File: src/owrs_pkg.sv
// Shared types and constants for the ROM search engine.
package owrs_pkg;

  localparam int ROM_WIDTH    = 64;
  localparam int POS_WIDTH    = 7;
  localparam int FAM_WIDTH    = 4;
  localparam int FAMILY_LIMIT = 9;

  typedef enum logic [1:0] {
    MODE_START = 2'd0,
    MODE_BIT   = 2'd1,
    MODE_CLEAR = 2'd2
  } mode_t;

  typedef enum logic [2:0] {
    ST_DIR     = 3'd0,
    ST_BEGUN   = 3'd1,
    ST_FOUND   = 3'd2,
    ST_NONE    = 3'd3,
    ST_IGNORED = 3'd4,
    ST_CLEARED = 3'd5
  } status_t;

endpackage

File: src/one_wire_rom_search.sv
// ROM search engine: one item in, one registered result out.
// Each accepted item updates the search state and loads the result register
// at the same clock edge; the result is valid in the cycle after acceptance.
// Throughput is one item per cycle while out_ready stays high; a result that
// waits to be taken holds in_ready low until it leaves.
// Reset (rst, synchronous, active high) clears the address, discrepancies,
// last-device flag and pass, sets the bit position to one, drops any result.
module one_wire_rom_search
  import owrs_pkg::*;
#(
  parameter int ROM_BYTES = 8
) (
  input  logic                 clk,
  input  logic                 rst,
  input  logic                 in_valid,
  output logic                 in_ready,
  input  logic [1:0]           mode,
  input  logic                 presence,
  input  logic                 id_bit,
  input  logic                 complement_bit,
  output logic                 out_valid,
  input  logic                 out_ready,
  output logic [2:0]           status,
  output logic                 direction,
  output logic [ROM_WIDTH-1:0] rom_address,
  output logic                 last_device,
  output logic [FAM_WIDTH-1:0] family_discrepancy
);

  localparam int SEARCH_BITS = ROM_BYTES * 8;

  logic [ROM_WIDTH-1:0] rom_bits, rom_bits_next;
  logic [POS_WIDTH-1:0] last_discrepancy, last_discrepancy_next;
  logic [FAM_WIDTH-1:0] family_discrepancy_reg, family_discrepancy_reg_next;
  logic                 last_device_flag, last_device_flag_next;
  logic [POS_WIDTH-1:0] bit_position, bit_position_next;
  logic [POS_WIDTH-1:0] last_zero_pos, last_zero_pos_next;
  logic                 pass_active, pass_active_next;

  status_t              status_next;
  logic                 dir_next;
  logic                 abort_last;
  logic [POS_WIDTH-1:0] pos_minus;
  logic [5:0]           bit_idx;
  logic                 accept;

  assign in_ready = !out_valid || out_ready;
  assign accept   = in_valid && in_ready;

  assign pos_minus = bit_position - POS_WIDTH'(1);
  assign bit_idx   = pos_minus[5:0];

  always_comb begin
    rom_bits_next               = rom_bits;
    last_discrepancy_next       = last_discrepancy;
    family_discrepancy_reg_next = family_discrepancy_reg;
    last_device_flag_next       = last_device_flag;
    bit_position_next           = bit_position;
    last_zero_pos_next          = last_zero_pos;
    pass_active_next            = pass_active;
    status_next                 = ST_IGNORED;
    dir_next                    = 1'b0;
    abort_last                  = 1'b0;
    case (mode_t'(mode))
      MODE_START: begin
        pass_active_next = 1'b0;
        if (last_device_flag) begin
          last_discrepancy_next       = '0;
          last_device_flag_next       = 1'b0;
          family_discrepancy_reg_next = '0;
          status_next                 = ST_NONE;
          abort_last                  = 1'b1;
        end else if (!presence) begin
          last_discrepancy_next       = '0;
          last_device_flag_next       = 1'b0;
          family_discrepancy_reg_next = '0;
          status_next                 = ST_NONE;
        end else begin
          pass_active_next   = 1'b1;
          bit_position_next  = POS_WIDTH'(1);
          last_zero_pos_next = '0;
          status_next        = ST_BEGUN;
        end
      end
      MODE_BIT: begin
        if (pass_active) begin
          if (id_bit && complement_bit) begin
            pass_active_next            = 1'b0;
            last_discrepancy_next       = '0;
            last_device_flag_next       = 1'b0;
            family_discrepancy_reg_next = '0;
            status_next                 = ST_NONE;
          end else begin
            if (id_bit != complement_bit) begin
              dir_next = id_bit;
            end else begin
              if (bit_position < last_discrepancy) begin
                dir_next = rom_bits[bit_idx];
              end else begin
                dir_next = (bit_position == last_discrepancy);
              end
              if (!dir_next) begin
                last_zero_pos_next = bit_position;
                if (bit_position < POS_WIDTH'(FAMILY_LIMIT)) begin
                  family_discrepancy_reg_next = bit_position[FAM_WIDTH-1:0];
                end
              end
            end
            rom_bits_next[bit_idx] = dir_next;
            status_next            = ST_DIR;
            if (bit_position >= POS_WIDTH'(SEARCH_BITS)) begin
              pass_active_next      = 1'b0;
              bit_position_next     = POS_WIDTH'(1);
              last_discrepancy_next = last_zero_pos_next;
              if (last_zero_pos_next == '0) begin
                last_device_flag_next = 1'b1;
              end
              if (rom_bits_next[7:0] == 8'd0) begin
                last_discrepancy_next       = '0;
                last_device_flag_next       = 1'b0;
                family_discrepancy_reg_next = '0;
                status_next                 = ST_NONE;
              end else begin
                status_next = ST_FOUND;
              end
            end else begin
              bit_position_next = bit_position + POS_WIDTH'(1);
            end
          end
        end
      end
      MODE_CLEAR: begin
        rom_bits_next               = '0;
        last_discrepancy_next       = '0;
        last_device_flag_next       = 1'b0;
        family_discrepancy_reg_next = '0;
        pass_active_next            = 1'b0;
        bit_position_next           = POS_WIDTH'(1);
        last_zero_pos_next          = '0;
        status_next                 = ST_CLEARED;
      end
      default: begin
        status_next = ST_IGNORED;
      end
    endcase
  end

  always_ff @(posedge clk) begin
    if (rst) begin
      rom_bits               <= '0;
      last_discrepancy       <= '0;
      family_discrepancy_reg <= '0;
      last_device_flag       <= 1'b0;
      bit_position           <= POS_WIDTH'(1);
      last_zero_pos          <= '0;
      pass_active            <= 1'b0;
    end else if (accept) begin
      rom_bits               <= rom_bits_next;
      last_discrepancy       <= last_discrepancy_next;
      family_discrepancy_reg <= family_discrepancy_reg_next;
      last_device_flag       <= last_device_flag_next;
      bit_position           <= bit_position_next;
      last_zero_pos          <= last_zero_pos_next;
      pass_active            <= pass_active_next;
    end
  end

  always_ff @(posedge clk) begin
    if (rst) begin
      out_valid <= 1'b0;
    end else if (accept) begin
      out_valid <= 1'b1;
    end else if (out_ready) begin
      out_valid <= 1'b0;
    end
  end

  always_ff @(posedge clk) begin
    if (accept) begin
      status             <= status_next;
      direction          <= dir_next;
      rom_address        <= rom_bits_next;
      last_device        <= abort_last ? 1'b1 : last_device_flag_next;
      family_discrepancy <= family_discrepancy_reg_next;
    end
  end

endmodule

File: config.mk
export PLATFORM = sky130hd
export DESIGN_NAME = one_wire_rom_search
export DESIGN_NICKNAME = d
export VERILOG_FILES = /design/src/owrs_pkg.sv /design/src/one_wire_rom_search.sv
export SDC_FILE = /design/constraint.sdc
export NUM_CORES = 1
export LEC_CHECK = 0
export ABC_AREA = 1
export BUFFER_PORTS_ARGS = -buffer_cell sky130_fd_sc_hd__buf_2
export CAP_MARGIN = 20
export CORE_UTILIZATION = 60
export CTS_CLUSTER_DIAMETER = 60
export DETAILED_ROUTE_END_ITERATION = 10
export MAX_ROUTING_LAYER = met4
export PLACE_DENSITY = 0.81
export REMOVE_ABC_BUFFERS = 1
export SYNTH_ARGS = -nofsm -noshare
export SYNTH_HDL_FRONTEND = slang
export SYNTH_SLANG_ARGS = --single-unit
File: constraint.sdc
create_clock -name clk -period 3.6 [get_ports clk]
set_input_delay 0.72 -clock clk [delete_from_list [all_inputs] [get_ports clk]]
set_output_delay 0.72 -clock clk [all_outputs]
set_load 0.03 [all_outputs]
* Yosys cells after proc, flatten, opt, wreduce, memory -nomap -nowiden *
Index checks and enable logic that the tools add are counted.
W data, S select, Z words.

word-level totals
  input bits = 9
  latch bits = 0
  logic and storage cells = 120
  output and inout port bits = 75
  register bits = 165
  RAM bits = 0
  memories = 0
  memory bits (read-only) = 0

operators by class
  equal/unequal tests = 10
  bitwise operators = 2
  reduce and logical (&&, ||, !) cells = 15
  shifts and indexed selects = 0
  mux-type cells = 73
  divide/modulo/power cells = 0
  multipliers = 0
  add/subtract/negate cells = 2
  order comparisons = 5

operator list
  operator               count
  $mux W7                20
  $mux W64               2
  $pmux W64 S2           1
  $bwmux W64             1
  $pmux W7 S3            3
  $mux W4                9
  $mux W1                26
  $pmux W4 S3            1
  $pmux W3 S3            1
  $logic_not A8 Y1       1
  $mux W2                4
  $ne A2 B2 Y1 const B   4
  $add A7 B1 Y7 const B  1
  $eq A7 B7 Y1           1
  $ge A7 B7 Y1 const B   1
  $logic_not A7 Y1       1
  $lt A6 B7 Y1 const B   1
  $lt A7 B4 Y1 const B   1
  $lt A7 B7 Y1           1
  $bmux W1 S6            1
  $demux W1 S6           1
  $ge A6 B1 Y1 const B   1
  $ne A3 B3 Y1 const B   2
  $reduce_and A6 Y1      1
  18 further kinds       21

* Logic depth before layout (Yosys ltp) *
Gate-level depths: netlist (run 1).

  depth in word-level cells = 20
  mapped depth = 25
  mapped depth without buffers = 24

* Worst setup path before layout (run 1) *
No wires, ideal clock.

  path kind = reg-to-reg
  start point = reg bit_position[0]
  end point = reg family_discrepancy_reg[1]
  clock period less this slack = 2.794 ns
  library setup time = 0.110 ns
  arrival = 2.684 ns
  path slack = 0.806 ns
  buffers on the path = 3
  stages on the path, launching flop included = 25
  required time = 3.490 ns
  cell sequence = dfxtp_1 inv_2 buf_2 ha_1 buf_2 buf_2 nand3_1 nand3_1 nand3_1 nand3_1 nand3_1 nand3_2 nand2_4 nand2_8 nand2_1 nand2_1 nand2_1 nor2_1 nand2_1 nand2_2 nand2_1 nand2_1 nand3_1 nand2_1 inv_1

between the ends
  longest elaborated chain between the ends = 19
  elaborated cells between the ends (all ways) = 31
  classes of those cells = 1 x add/sub; 5 x order compare; 1 x eq/ne; 22 x mux; 2 x reduce/logical

RTL lines
  what                           RTL line                    text
  start, declared                one_wire_rom_search.sv:36   logic [POS_WIDTH-1:0] bit_position, bit_position_next;
  start signal, assigned         one_wire_rom_search.sv:162  bit_position <= bit_position_next;
  $sub A6 B1 Y6                  one_wire_rom_search.sv:50   assign pos_minus = bit_position - POS_WIDTH'(1);
  $bmux W1 S6                    one_wire_rom_search.sv:98   dir_next = rom_bits[bit_idx];
  $mux W1 (not written as such)  one_wire_rom_search.sv:98
  $mux W1                        one_wire_rom_search.sv:97   if (bit_position < last_discrepancy) begin
  $mux W1                        one_wire_rom_search.sv:94   if (id_bit != complement_bit) begin
  $mux W1                        one_wire_rom_search.sv:87   if (id_bit && complement_bit) begin
  $mux W1                        one_wire_rom_search.sv:86   if (pass_active) begin
  $mux W1                        one_wire_rom_search.sv:64   case (mode_t'(mode))
  [... 3 more ...]               --
  $mux W1                        one_wire_rom_search.sv:64
  $bwmux W64                     one_wire_rom_search.sv:109  rom_bits_next[bit_idx] = dir_next;
  $logic_not A8 Y1               one_wire_rom_search.sv:118  if (rom_bits_next[7:0] == 8'd0) begin
  $mux W4                        one_wire_rom_search.sv:118
  $mux W4 *                      one_wire_rom_search.sv:111  if (bit_position >= POS_WIDTH'(SEARCH_BITS)) begin
  $mux W4 *                      one_wire_rom_search.sv:87
  $mux W4 *                      one_wire_rom_search.sv:86
  $pmux W4 S3 *                  one_wire_rom_search.sv:64
  end signal, assigned           one_wire_rom_search.sv:160  family_discrepancy_reg <= family_discrepancy_reg_next;
  end, declared                  one_wire_rom_search.sv:34   logic [FAM_WIDTH-1:0] family_discrepancy_reg, family_discrepancy_reg_next;

Mark *: on every way between the ends. The rest lies on a longest branch, timed or not. The select of a mux whose other input is x is not followed.
A chain may end at the register's enable or synchronous reset.

* Worst setup path after layout (run 1) *
  start point = reg bit_position[1]
  end point = reg rom_bits[34]

between the ends
  longest elaborated chain between the ends = 16
  elaborated cells between the ends (all ways) = 23
  classes of those cells = 1 x add/sub; 3 x order compare; 1 x eq/ne; 17 x mux; 1 x reduce/logical

RTL lines
  what                           RTL line                    text
  $sub A6 B1 Y6                  one_wire_rom_search.sv:50
  $bmux W1 S6                    one_wire_rom_search.sv:98
  $mux W1 (not written as such)  one_wire_rom_search.sv:98
  $mux W1                        one_wire_rom_search.sv:97
  $mux W1                        one_wire_rom_search.sv:94
  $mux W1                        one_wire_rom_search.sv:87
  $mux W1                        one_wire_rom_search.sv:86
  $mux W1                        one_wire_rom_search.sv:64
  $mux W1                        one_wire_rom_search.sv:94
  $mux W1                        one_wire_rom_search.sv:87
  $mux W1                        one_wire_rom_search.sv:86
  $mux W1                        one_wire_rom_search.sv:64
  $bwmux W64 *                   one_wire_rom_search.sv:109
  $mux W64 *                     one_wire_rom_search.sv:87
  $mux W64 *                     one_wire_rom_search.sv:86
  $pmux W64 S2 *                 one_wire_rom_search.sv:64
  via rom_bits_next[34]          one_wire_rom_search.sv:32   logic [ROM_WIDTH-1:0] rom_bits, rom_bits_next;
  end signal, assigned           one_wire_rom_search.sv:158  rom_bits <= rom_bits_next;
  end, declared                  one_wire_rom_search.sv:32

Mark *: on every way through the listed nets, which the timed path passes. The rest lies on a longest branch. The select of a mux whose other input is x is not followed.

==> out/qor.csv, run 1 <==
stage;metric;value;unit
outcome;outcome;completed;
power;Max VDD drop;380;µV
cts;total CTS buffers;17;
global_route;initial antenna violation count;0;
route;Routed Antenna Nets;0;
worst_setup_path;source of the worst register-to-register timing path;bit_position[1];
yosys;synth warn;0;
placement;pre-CTS setup slack;0.243;ns
global_route;first-pass GRT wire length;37600;µm
yosys;multiplexer share of the synthesized area;0;
global_route;Overflow after GRT;0;
sta;Fin. Hold Viols;0;
yosys;XOR/XNOR share of the synthesized area;0.00462;
global_route;largest net degree at the start of global routing;67;
power;Pwr Density;477;nW/µm²
finish;most frequent cells in the layout;205 x nand2_1, 190 x inv_1, 130 x a21oi_1;
cts;CTS root buf;clkbuf_16;
route;Initial DRC Count;1187;
sta;setup violators final;0;
yosys;Avg Cell Area, Syn;7.44;µm²
floorplan;initial core utilization;0.616;
yosys;Netlist cell types;39;
yosys;Seq/Total Area, Yosys;0.451;
floorplan;row count;44;
worst_hold_path;WHS Endpoint;last_zero_pos[0];
sta;RSZ-0062 raised after global routing;false;
floorplan;Die Wd;124;µm
route;DRC;0;
worst_setup_path;Crit Path Max Fanout;56;
worst_hold_path;hold depth;2;
cts;Post-CTS Setup Inserts;0;
floorplan;core area;14500;µm²
worst_setup_path;FF-to-FF End;rom_bits[34];
floorplan;I/O Pins;84;
worst_setup_path;Worst Path Required;3.94;ns
cts;Worst-path clk slew;0.07;ns
worst_hold_path;Hold Crit Class;flop to flop;
yosys;Mapped Area;8950;µm²
worst_setup_path;FF-to-FF path depth;16;
finish;ant diodes;0;
worst_setup_path;CP arrival;3.65;ns
power;Pleak;4.37;nW
sta;final slew viol count;0;
route;wire length per cell;15.9;µm
placement;routability cong.;0.885;
sta;Tightest Pin Transition;0.911;ns
floorplan;full die area;15400;µm²
sta;clock skew;0.0122;ns
cts;CTS max path bufs;2;
yosys;simple-gate area share of the yosys netlist;0.179;
yosys;largest family of logic cells by synthesized area;compound AO/OA/AOI/OAI gates;
yosys;Synth Instances;1203;
sta;Rel. slew slack;0.390;
worst_setup_path;crit path capture type;flop;
yosys;Synth Area in Adders;0.0196;
sta;Max Freq;302;MHz
global_route;GRT Total Usage;0.327;
job;max-cap viol count;0;
cts;Worst-Skew Late Latency;0.44;ns
finish;layout cells sized above 1;0.137;
yosys;number of synthesized register bits;165;
placement;post-DP HPWL;14900;µm
worst_setup_path;R2R setup slack;0.29;ns
placement;PortBufs;83;
yosys;compound-cell area share of the yosys netlist;0.228;
sta;WHS;0.466;ns
worst_setup_path;Worst Setup Start Kind;flop;
cts;CTS tree;built;
finish;commonest non-fill, non-tap cell in the layout;nand2_1;
finish;final layout net count;1294;
worst_setup_path;Setup CP Type;flop to flop;
route;drt pass-1 iters;6;
cts;H-tree lvl count;4;
global_route;vias in the first global route;7535;
route;vias per cell;5.81;
sta;Final period util;0.920;
route;routed vias;8536;
worst_setup_path;critical path launch point;bit_position[1];
sta;min cycle time layout;3.31;ns
sta;setup ws final;0.289;ns
floorplan;die height;124;µm
cts;Num Clock Sinks;165;
finish;P&R area growth vs syn;13.1;%
worst_hold_path;min-delay src;last_zero_pos[0];
route;drt total wl;23400;µm
[metrics by stage]
stage | total power [mW] | TNS [ns] | std cells | utilization | cell area, µm²
after floorplan | 2.83 | -189.80 | 1137 | - | 8650
after global placement | 3.10 | 0 | 1436 | 0.658 | 9560
after CTS | 4.81 | 0 | 1468 | 0.696 | 10100
final | 4.82 | 0 | 1468 | 0.696 | 10100
after global routing | 5.02 | 0 | 1468 | 0.696 | 10100
after detailed placement | 3.11 | 0 | 1436 | 0.658 | 9560
[synth_stat cells]
master | count | area (µm²)
o311ai_1 | 15 | 131
nand3_2 | 3 | 30.0
o21ai_0 | 117 | 586
nand2_4 | 1 | 11.3
buf_4 | 2 | 15.0
nor2_1 | 64 | 240
dfxtp_1 | 92 | 1840
o22ai_1 | 8 | 50.1
buf_1 | 4 | 15.0
nor3_2 | 1 | 10.0
or2_2 | 2 | 12.5
buf_2 | 17 | 85.1
o311ai_2 | 2 | 32.5
nand2_8 | 1 | 20.0
nand4_2 | 1 | 12.5
inv_1 | 190 | 713
edfxtp_1 | 73 | 2190
nand2_2 | 2 | 12.5
nand2_1 | 206 | 773
buf_6 | 3 | 33.8
ha_1 | 14 | 175
a21oi_2 | 1 | 8.76
clkbuf_1 | 40 | 150
nor2_4 | 1 | 11.3
o211ai_1 | 3 | 22.5
o21ai_1 | 92 | 460
o21a_1 | 1 | 7.51
o21bai_1 | 2 | 15.0
nand3_1 | 77 | 385
xor2_2 | 2 | 32.5
nor2_2 | 1 | 6.26
a21oi_1 | 130 | 651
nor3_1 | 9 | 45.0
o311ai_0 | 7 | 61.3
clkinv_1 | 1 | 3.75
xor2_1 | 1 | 8.76
inv_2 | 10 | 37.5
a211oi_1 | 2 | 15.0
nand4_1 | 5 | 31.3
[metal layers]
layer  up-vias  part of all wire  wire, µm  global-route usage
li1       4158                 -         -                   -
met1      3907              0.43     10100               0.441
met2       420              0.45     10600               0.483
met3        51             0.088      2070              0.0595
met4         0             0.025       593               0.133
met5         -                 0         0                   -
[worst max path at each step]
stage	to	cells after the start
after global placement	rom_bits[38]	18
after detailed placement	rom_bits[38]	17
after global routing	family_discrepancy_reg[1]	22
final	rom_bits[34]	16
after floorplan	direction	4
after CTS	rom_bits[34]	16
[layout make-up]
class | count | area [µm²]
Clock buffer | 19 | 453
Tap cell | 184 | 230
Sequential cell | 165 | 4030
Inverter | 201 | 758
Clock inverter | 13 | 98.8
Fill cell | 1214 | 4420
Timing Repair Buffer | 115 | 668
Multi-Input combinational cell | 771 | 3870
[power breakdown]
part,switching (mW),total [mW],internal [mW]
clock,0.798,1.72,0.924
sequential,0.0575,2.15,2.09
combinational,0.699,0.951,0.253
[critical path, cell delays in order, from the launching register on]
cell and delay [ns]:
dfxtp_1 0.42, inv_1 0.14, ha_1 0.37, buf_4 0.30, nand3_1 0.20, nand3_1 0.12, nand3_1 0.08, nand3_1 0.08
nand3_1 0.09, nand3_2 0.11, nand2_4 0.15, nand2_8 0.14, inv_4 0.19, o311ai_1 0.38, o21ai_1 0.19, o21ai_1 0.18
inv_1 0.05
[timing repair]
item / CTS / global route
endpoints found under the setup margin: 0 / 101
gates resized for setup: 0 / 3
hold buffers: 0 / 0
[cell families after synthesis]
group	after synthesis
buffers and inverters	267
adder cells (fa/ha/maj)	14
flip-flops	165
AO/OA/AOI/OAI	380
AND/OR/NAND/NOR	374
XOR/XNOR	3
(Power assumes the default switching activity.)
==> run 2, diff against run 1 <==
--- a/config.mk
+++ b/config.mk
@@ -12,7 +12,7 @@
 export CTS_CLUSTER_DIAMETER = 60
 export DETAILED_ROUTE_END_ITERATION = 10
 export MAX_ROUTING_LAYER = met4
-export PLACE_DENSITY = 0.81
+export PLACE_DENSITY = 0.79
 export REMOVE_ABC_BUFFERS = 1
 export SYNTH_ARGS = -nofsm -noshare
 export SYNTH_HDL_FRONTEND = slang
==> run 2 against run 1 <==
Against the previous run: sequential share of layout area is 0.36 points lower; sequential power barely moved; final area grew 0.90%; register-to-register slack improved by 0.11 ns; largest power group unchanged; fmax increased by 3.5%; non-clock buffer count rose by 1; critical path type unchanged; core utilization increased by 0.63 points; die area unchanged; power increased by 5.0%.
==> out/qor.csv, run 2 (synthesis gave the netlist of run 1 again) <==
stage;metric;value;unit
finish;commonest non-fill, non-tap cell in the layout;nand2_1;
placement;dpl cells;1437;
sta;Max Freq;313;MHz
placement;PortBufs;83;
route;wire length per cell;16.0;µm
sta;Rel. slew slack;0.410;
route;vias per cell;5.82;
global_route;GRT Total Usage;0.323;
power;switching share of power;0.304;
finish;fin util;0.702;
floorplan;full die area;15400;µm²
finish;layout cells sized above 1;0.137;
route;drt pass-1 iters;6;
sta;WHS;0.465;ns
sta;Tightest Pin Transition;0.885;ns
cts;total CTS buffers;17;
global_route;initial antenna violation count;0;
route;DRC;0;
worst_hold_path;Hold Crit Class;flop to flop;
worst_setup_path;Setup CP Type;flop to flop;
power;Max VDD drop;380;µV
cts;Post-CTS Hold Buffers;0;
floorplan;initial core utilization;0.616;
finish;Post-Layout Cell Count;1469;
sta;final setup TNS;0;ns
worst_setup_path;crit path capture type;flop;
finish;post-route cell area;10200;µm²
cts;H-tree lvl count;4;
worst_setup_path;Worst Path Required;3.78;ns
sta;Fin. Hold Viols;0;
power;Pleak;4.40;nW
route;routed vias;8546;
job;max-cap viol count;0;
sta;clock skew;0.0101;ns
power;net switching power;1.54;mW
worst_setup_path;CP arrival;3.37;ns
sta;setup violators final;0;
floorplan;core area;14500;µm²
power;total power;5.06;mW
finish;most frequent cells in the layout;205 x nand2_1, 190 x inv_1, 130 x a21oi_1;
power;Comb power frac;0.190;
sta;final slew viol count;0;
global_route;largest net degree at the start of global routing;95;
placement;routability cong.;0.958;
cts;Num Clock Sinks;165;
placement;placed inst area;9580;µm²
floorplan;row count;44;
cts;Resize count post-CTS;0;
global_route;first-pass GRT wire length;37300;µm
power;Pint;3.52;mW
cts;CTS root buf;clkbuf_16;
placement;post-DP HPWL;15200;µm
route;drt total wl;23500;µm
floorplan;I/O Pins;84;
worst_setup_path;Crit Path Max Fanout;15;
power;Clk pwr share;0.385;
sta;RSZ-0062 raised after global routing;false;
sta;setup ws final;0.402;ns
worst_setup_path;Worst Setup Start Kind;flop;
cts;CTS tree;built;
route;Routed Antenna Nets;0;
placement;pre-CTS setup slack;0.356;ns
floorplan;Die Wd;124;µm
cts;Post-CTS Setup Inserts;0;
sta;Final period util;0.888;
finish;final layout net count;1295;
cts;Worst-Skew Late Latency;0.43;ns
finish;P&R area growth vs syn;14.1;%
global_route;vias in the first global route;7386;
sta;min cycle time layout;3.20;ns
floorplan;die height;124;µm
outcome;outcome;completed;
power;Sequential Power Share;0.425;
power;Pwr Density;496;nW/µm²
route;Initial DRC Count;868;
cts;Worst-path clk slew;0.07;ns
cts;CTS max path bufs;2;
finish;FILL cells;1224;
finish;ant diodes;0;
global_route;Overflow after GRT;0;
## run 2: changes by cell type in the layout (fill, tap and decap cells not counted), sizes merged
| cell | previous run | this run |
|---|---|---|
| clkinvlp | 2 | 4 |
| clkinv | 10 | 4 |
| inv | 202 | 203 |
| bufinv | 0 | 4 |
| buf | 115 | 116 |
| clkbuf | 19 | 18 |
## run 2: power by group through the flow
stage / logic, mW / clock network [mW] / registers [mW]
detailed placement: 0.939 / 0 / 2.19
finish: 0.964 / 1.95 / 2.15
floorplan: 0.516 / 0 / 2.31
global placement: 0.929 / 0 / 2.19
global route: 1.06 / 2.05 / 2.16
CTS: 0.948 / 1.97 / 2.15
## run 2: worst paths after layout
kind               startpoint               endpoint  slack, ns  cells past startpoint
max           bit_position[1]  family_discrepancy[3]       0.40                     16
min          last_zero_pos[2]       last_zero_pos[2]       0.47                      2
max reg2reg   bit_position[1]  family_discrepancy[3]       0.40                     16
min reg2reg  last_zero_pos[2]       last_zero_pos[2]       0.47                      2
## run 2: worst max-delay path: stages (launching register included)
cell and delay, ns:
dfxtp_1 0.42, inv_1 0.15, ha_1 0.35, buf_4 0.21
nand3_1 0.17, nand3_1 0.12, nand3_1 0.08, nand3_1 0.08
nand3_1 0.09, nand3_2 0.11, nand2_4 0.14, nor3_2 0.45
nand2_1 0.18, o21ai_0 0.13, inv_1 0.06, nand4_1 0.11
nand2_1 0.08
## run 2: layer usage
layer	up-vias	GRT usage	wire length [µm]
met3	73	0.0563	1840
met5	-	-	0
met1	3918	0.429	10200
li1	4148	-	-
met2	407	0.485	10700
met4	0	0.138	750
## run 2: final cells by class
class	count	area (µm²)	share of cell area
Clock buffer	18	429	0.0420
Multi-Input combinational cell	771	3870	0.379
Timing Repair Buffer	116	688	0.0674
Inverter	201	758	0.0743
Tap cell	184	230	0.0226
Sequential cell	165	4030	0.395
Clock inverter	14	200	0.0196
==> run 3, diff against run 2 <==
==> constraint.sdc (replaced) <==
create_clock -name clk -period 3.6 [get_ports clk]
set_input_delay 0.18 -clock clk [delete_from_list [all_inputs] [get_ports clk]]
set_output_delay 0.18 -clock clk [all_outputs]
set_load 0.03 [all_outputs]
==> run 3 against run 2 <==
Against the previous run: clock skew decreased by 0.0037 ns; critical path type unchanged; first-iteration DRC count increased by 19%; via count decreased by 0.15%; global-route usage increased by 0.23 points; largest power group unchanged; sequential cell count unchanged.
==> out/qor.csv, run 3 (synthesis gave the netlist of run 1 again) <==
stage;metric;value;unit
outcome;outcome;completed;
finish;P&R area growth vs syn;13.9;%
floorplan;initial core utilization;0.616;
worst_setup_path;crit path capture type;flop;
sta;clock skew;0.00641;ns
sta;RSZ-0062 raised after global routing;false;
power;Pint;3.59;mW
finish;FILL cells;1213;
power;Sequential Power Share;0.422;
route;routed vias;8533;
finish;fin util;0.701;
global_route;Overflow after GRT;0;
power;Comb power frac;0.184;
power;net switching power;1.51;mW
placement;post-DP HPWL;15000;µm
global_route;first-pass GRT wire length;37500;µm
route;wire length per cell;16.0;µm
sta;Rel. slew slack;0.305;
worst_setup_path;CP max stage cell;dfxtp_1;
power;Pleak;4.40;nW
placement;routability cong.;0.940;
global_route;vias in the first global route;7529;
sta;setup violators final;0;
worst_setup_path;CP delay by family, top;simple AND/OR/NAND/NOR gates;
sta;min cycle time layout;3.18;ns
sta;Final period util;0.883;
route;vias per cell;5.82;
worst_setup_path;source of the worst register-to-register timing path;bit_position[1];
cts;Worst-Skew Late Latency;0.44;ns
sta;Max Freq;315;MHz
finish;ant diodes;0;
sta;final slew viol count;0;
worst_setup_path;Crit Path Max Fanout;19;
global_route;grt met3 use;0.0485;
global_route;largest net degree at the start of global routing;69;
power;switching share of power;0.296;
worst_setup_path;CP cell instances;inv_1, ha_1, buf_4, nand3_1, nand3_1, nand3_1, nand3_1, nand3_1, nand3_2, nand2_4, nand2_8, nand2_1, nand2_1, nand2_1, nor2_1, nand2_1, nand2_2, nand2_1, nand2_1, nand3_1, nand2_1, inv_1;
placement;PortBufs;83;
cts;CTS tree;built;
power;Clk pwr share;0.394;
worst_setup_path;cell mode on critical path;nand2_1;
finish;layout cells sized above 1;0.135;
cts;CTS root buf;clkbuf_16;
worst_setup_path;CP arrival;3.51;ns
global_route;initial antenna violation count;0;
floorplan;Die Wd;124;µm
route;DRC;0;
route;Initial DRC Count;1035;
finish;sequential cell area;4030;µm²
sta;Tightest Pin Transition;1.04;ns
route;drt total wl;23400;µm
cts;total CTS buffers;17;
floorplan;I/O Pins;84;
cts;Num Clock Sinks;165;
worst_setup_path;FF-to-FF End;family_discrepancy_reg[1];
floorplan;die height;124;µm
worst_hold_path;Hold Crit Class;primary input to flop;
finish;area occupied by multi-input gates;3870;µm²
global_route;GRT Total Usage;0.325;
cts;Worst-path clk slew;0.06;ns
worst_setup_path;R2R setup slack;0.42;ns
floorplan;row count;44;
sta;setup ws final;0.423;ns
worst_setup_path;crit path buf inv count;3;
worst_setup_path;Setup CP Type;flop to flop;
worst_setup_path;WP depth;22;
finish;commonest non-fill, non-tap cell in the layout;nand2_1;
worst_setup_path;FF-to-FF path depth;22;
floorplan;full die area;15400;µm²
finish;most frequent cells in the layout;205 x nand2_1, 190 x inv_1, 130 x a21oi_1;
worst_setup_path;Worst Path Required;3.93;ns
worst_setup_path;CP endpoint;family_discrepancy_reg[1];
sta;final setup TNS;0;ns
placement;pre-CTS setup slack;0.336;ns
route;Routed Antenna Nets;0;
job;max-cap viol count;0;
floorplan;core area;14500;µm²
worst_setup_path;critical path launch point;bit_position[1];
power;Max VDD drop;417;µV
sta;Fin. Hold Viols;0;
global_route;met2 Usage GRT;0.475;
worst_setup_path;Worst Setup Start Kind;flop;
power;total power;5.11;mW
cts;CTS max path bufs;2;
finish;post-route cell area;10200;µm²
placement;placed inst area;9540;µm²
global_route;grt peak-use layer;met2;
worst_setup_path;crit-path max cell delay;0.44;ns
finish;final layout net count;1292;
power;Pwr Density;501;nW/µm²
cts;Post-CTS Hold Buffers;0;
route;drt pass-1 iters;6;
worst_hold_path;hold depth;4;
global_route;met1 GRT Util;0.451;
cts;H-tree lvl count;4;
[run 3: changes by cell type in the layout (fill, tap and decap cells not counted)]
cell	change
buf_12	-1
buf_4	-2
bufinv_16	+1
clkbuf_8	+1
clkinv_2	+2
clkinv_4	-1
clkinvlp_4	-1
inv_6	-1
inv_8	-1
[run 3: through the flow]
step / instances / hold slack (ns)
final: 1466 / 0.0972
after global routing: 1466 / 0.133
after CTS: 1466 / 0.100
after detailed placement: 1434 / 0.457
after global placement: 1434 / 0.453
after floorplan: 1137 / 0.249
[run 3: area by class of cell]
class / instances / area share
inverter: 201 / 0.0744
multi-input combinational: 771 / 0.380
sequential: 165 / 0.396
timing repair buffer: 113 / 0.0641
clock inverter: 13 / 0.0200
clock buffer: 19 / 0.0435
tap: 184 / 0.0226
[run 3: worst min-delay path, delay by kind of cell]
kind,cells,cell delay [ns]
simple gates,1,0.12
buf+inv,2,0.10
compound gates,1,0.08
[run 3: worst min-delay path by stage]
stage / from / to / slack, ns
after global routing: out_ready / out_valid / 0.13
after CTS: out_ready / out_valid / 0.10
final: out_ready / out_valid / 0.1
after floorplan: rst / bit_position[5] / 0.25
after detailed placement: last_zero_pos[1] / last_zero_pos[1] / 0.46
after global placement: last_zero_pos[2] / last_zero_pos[2] / 0.45
[run 3: power by group through the flow]
stage	combinational [mW]	sequential [mW]	clock [mW]
final	0.941	2.15	2.01
after global routing	1.04	2.16	2.10
after CTS	0.927	2.15	2.02
after detailed placement	0.919	2.19	0
after global placement	0.903	2.19	0
after floorplan	0.516	2.31	0
[run 3: what timing repair did]
| action | in CTS | in global routing |
|---|---|---|
| gates resized for setup | 0 | 2 |
| endpoints found under the setup margin | 0 | 9 |
| buffers inserted | 0 | 0 |
[run 3: layer usage]
| metal | share of wire | up-vias |
|---|---|---|
| li1 | - | 4153 |
| met1 | 0.44 | 3872 |
| met2 | 0.44 | 451 |
| met3 | 0.087 | 57 |
| met4 | 0.027 | 0 |
| met5 | 0 | - |
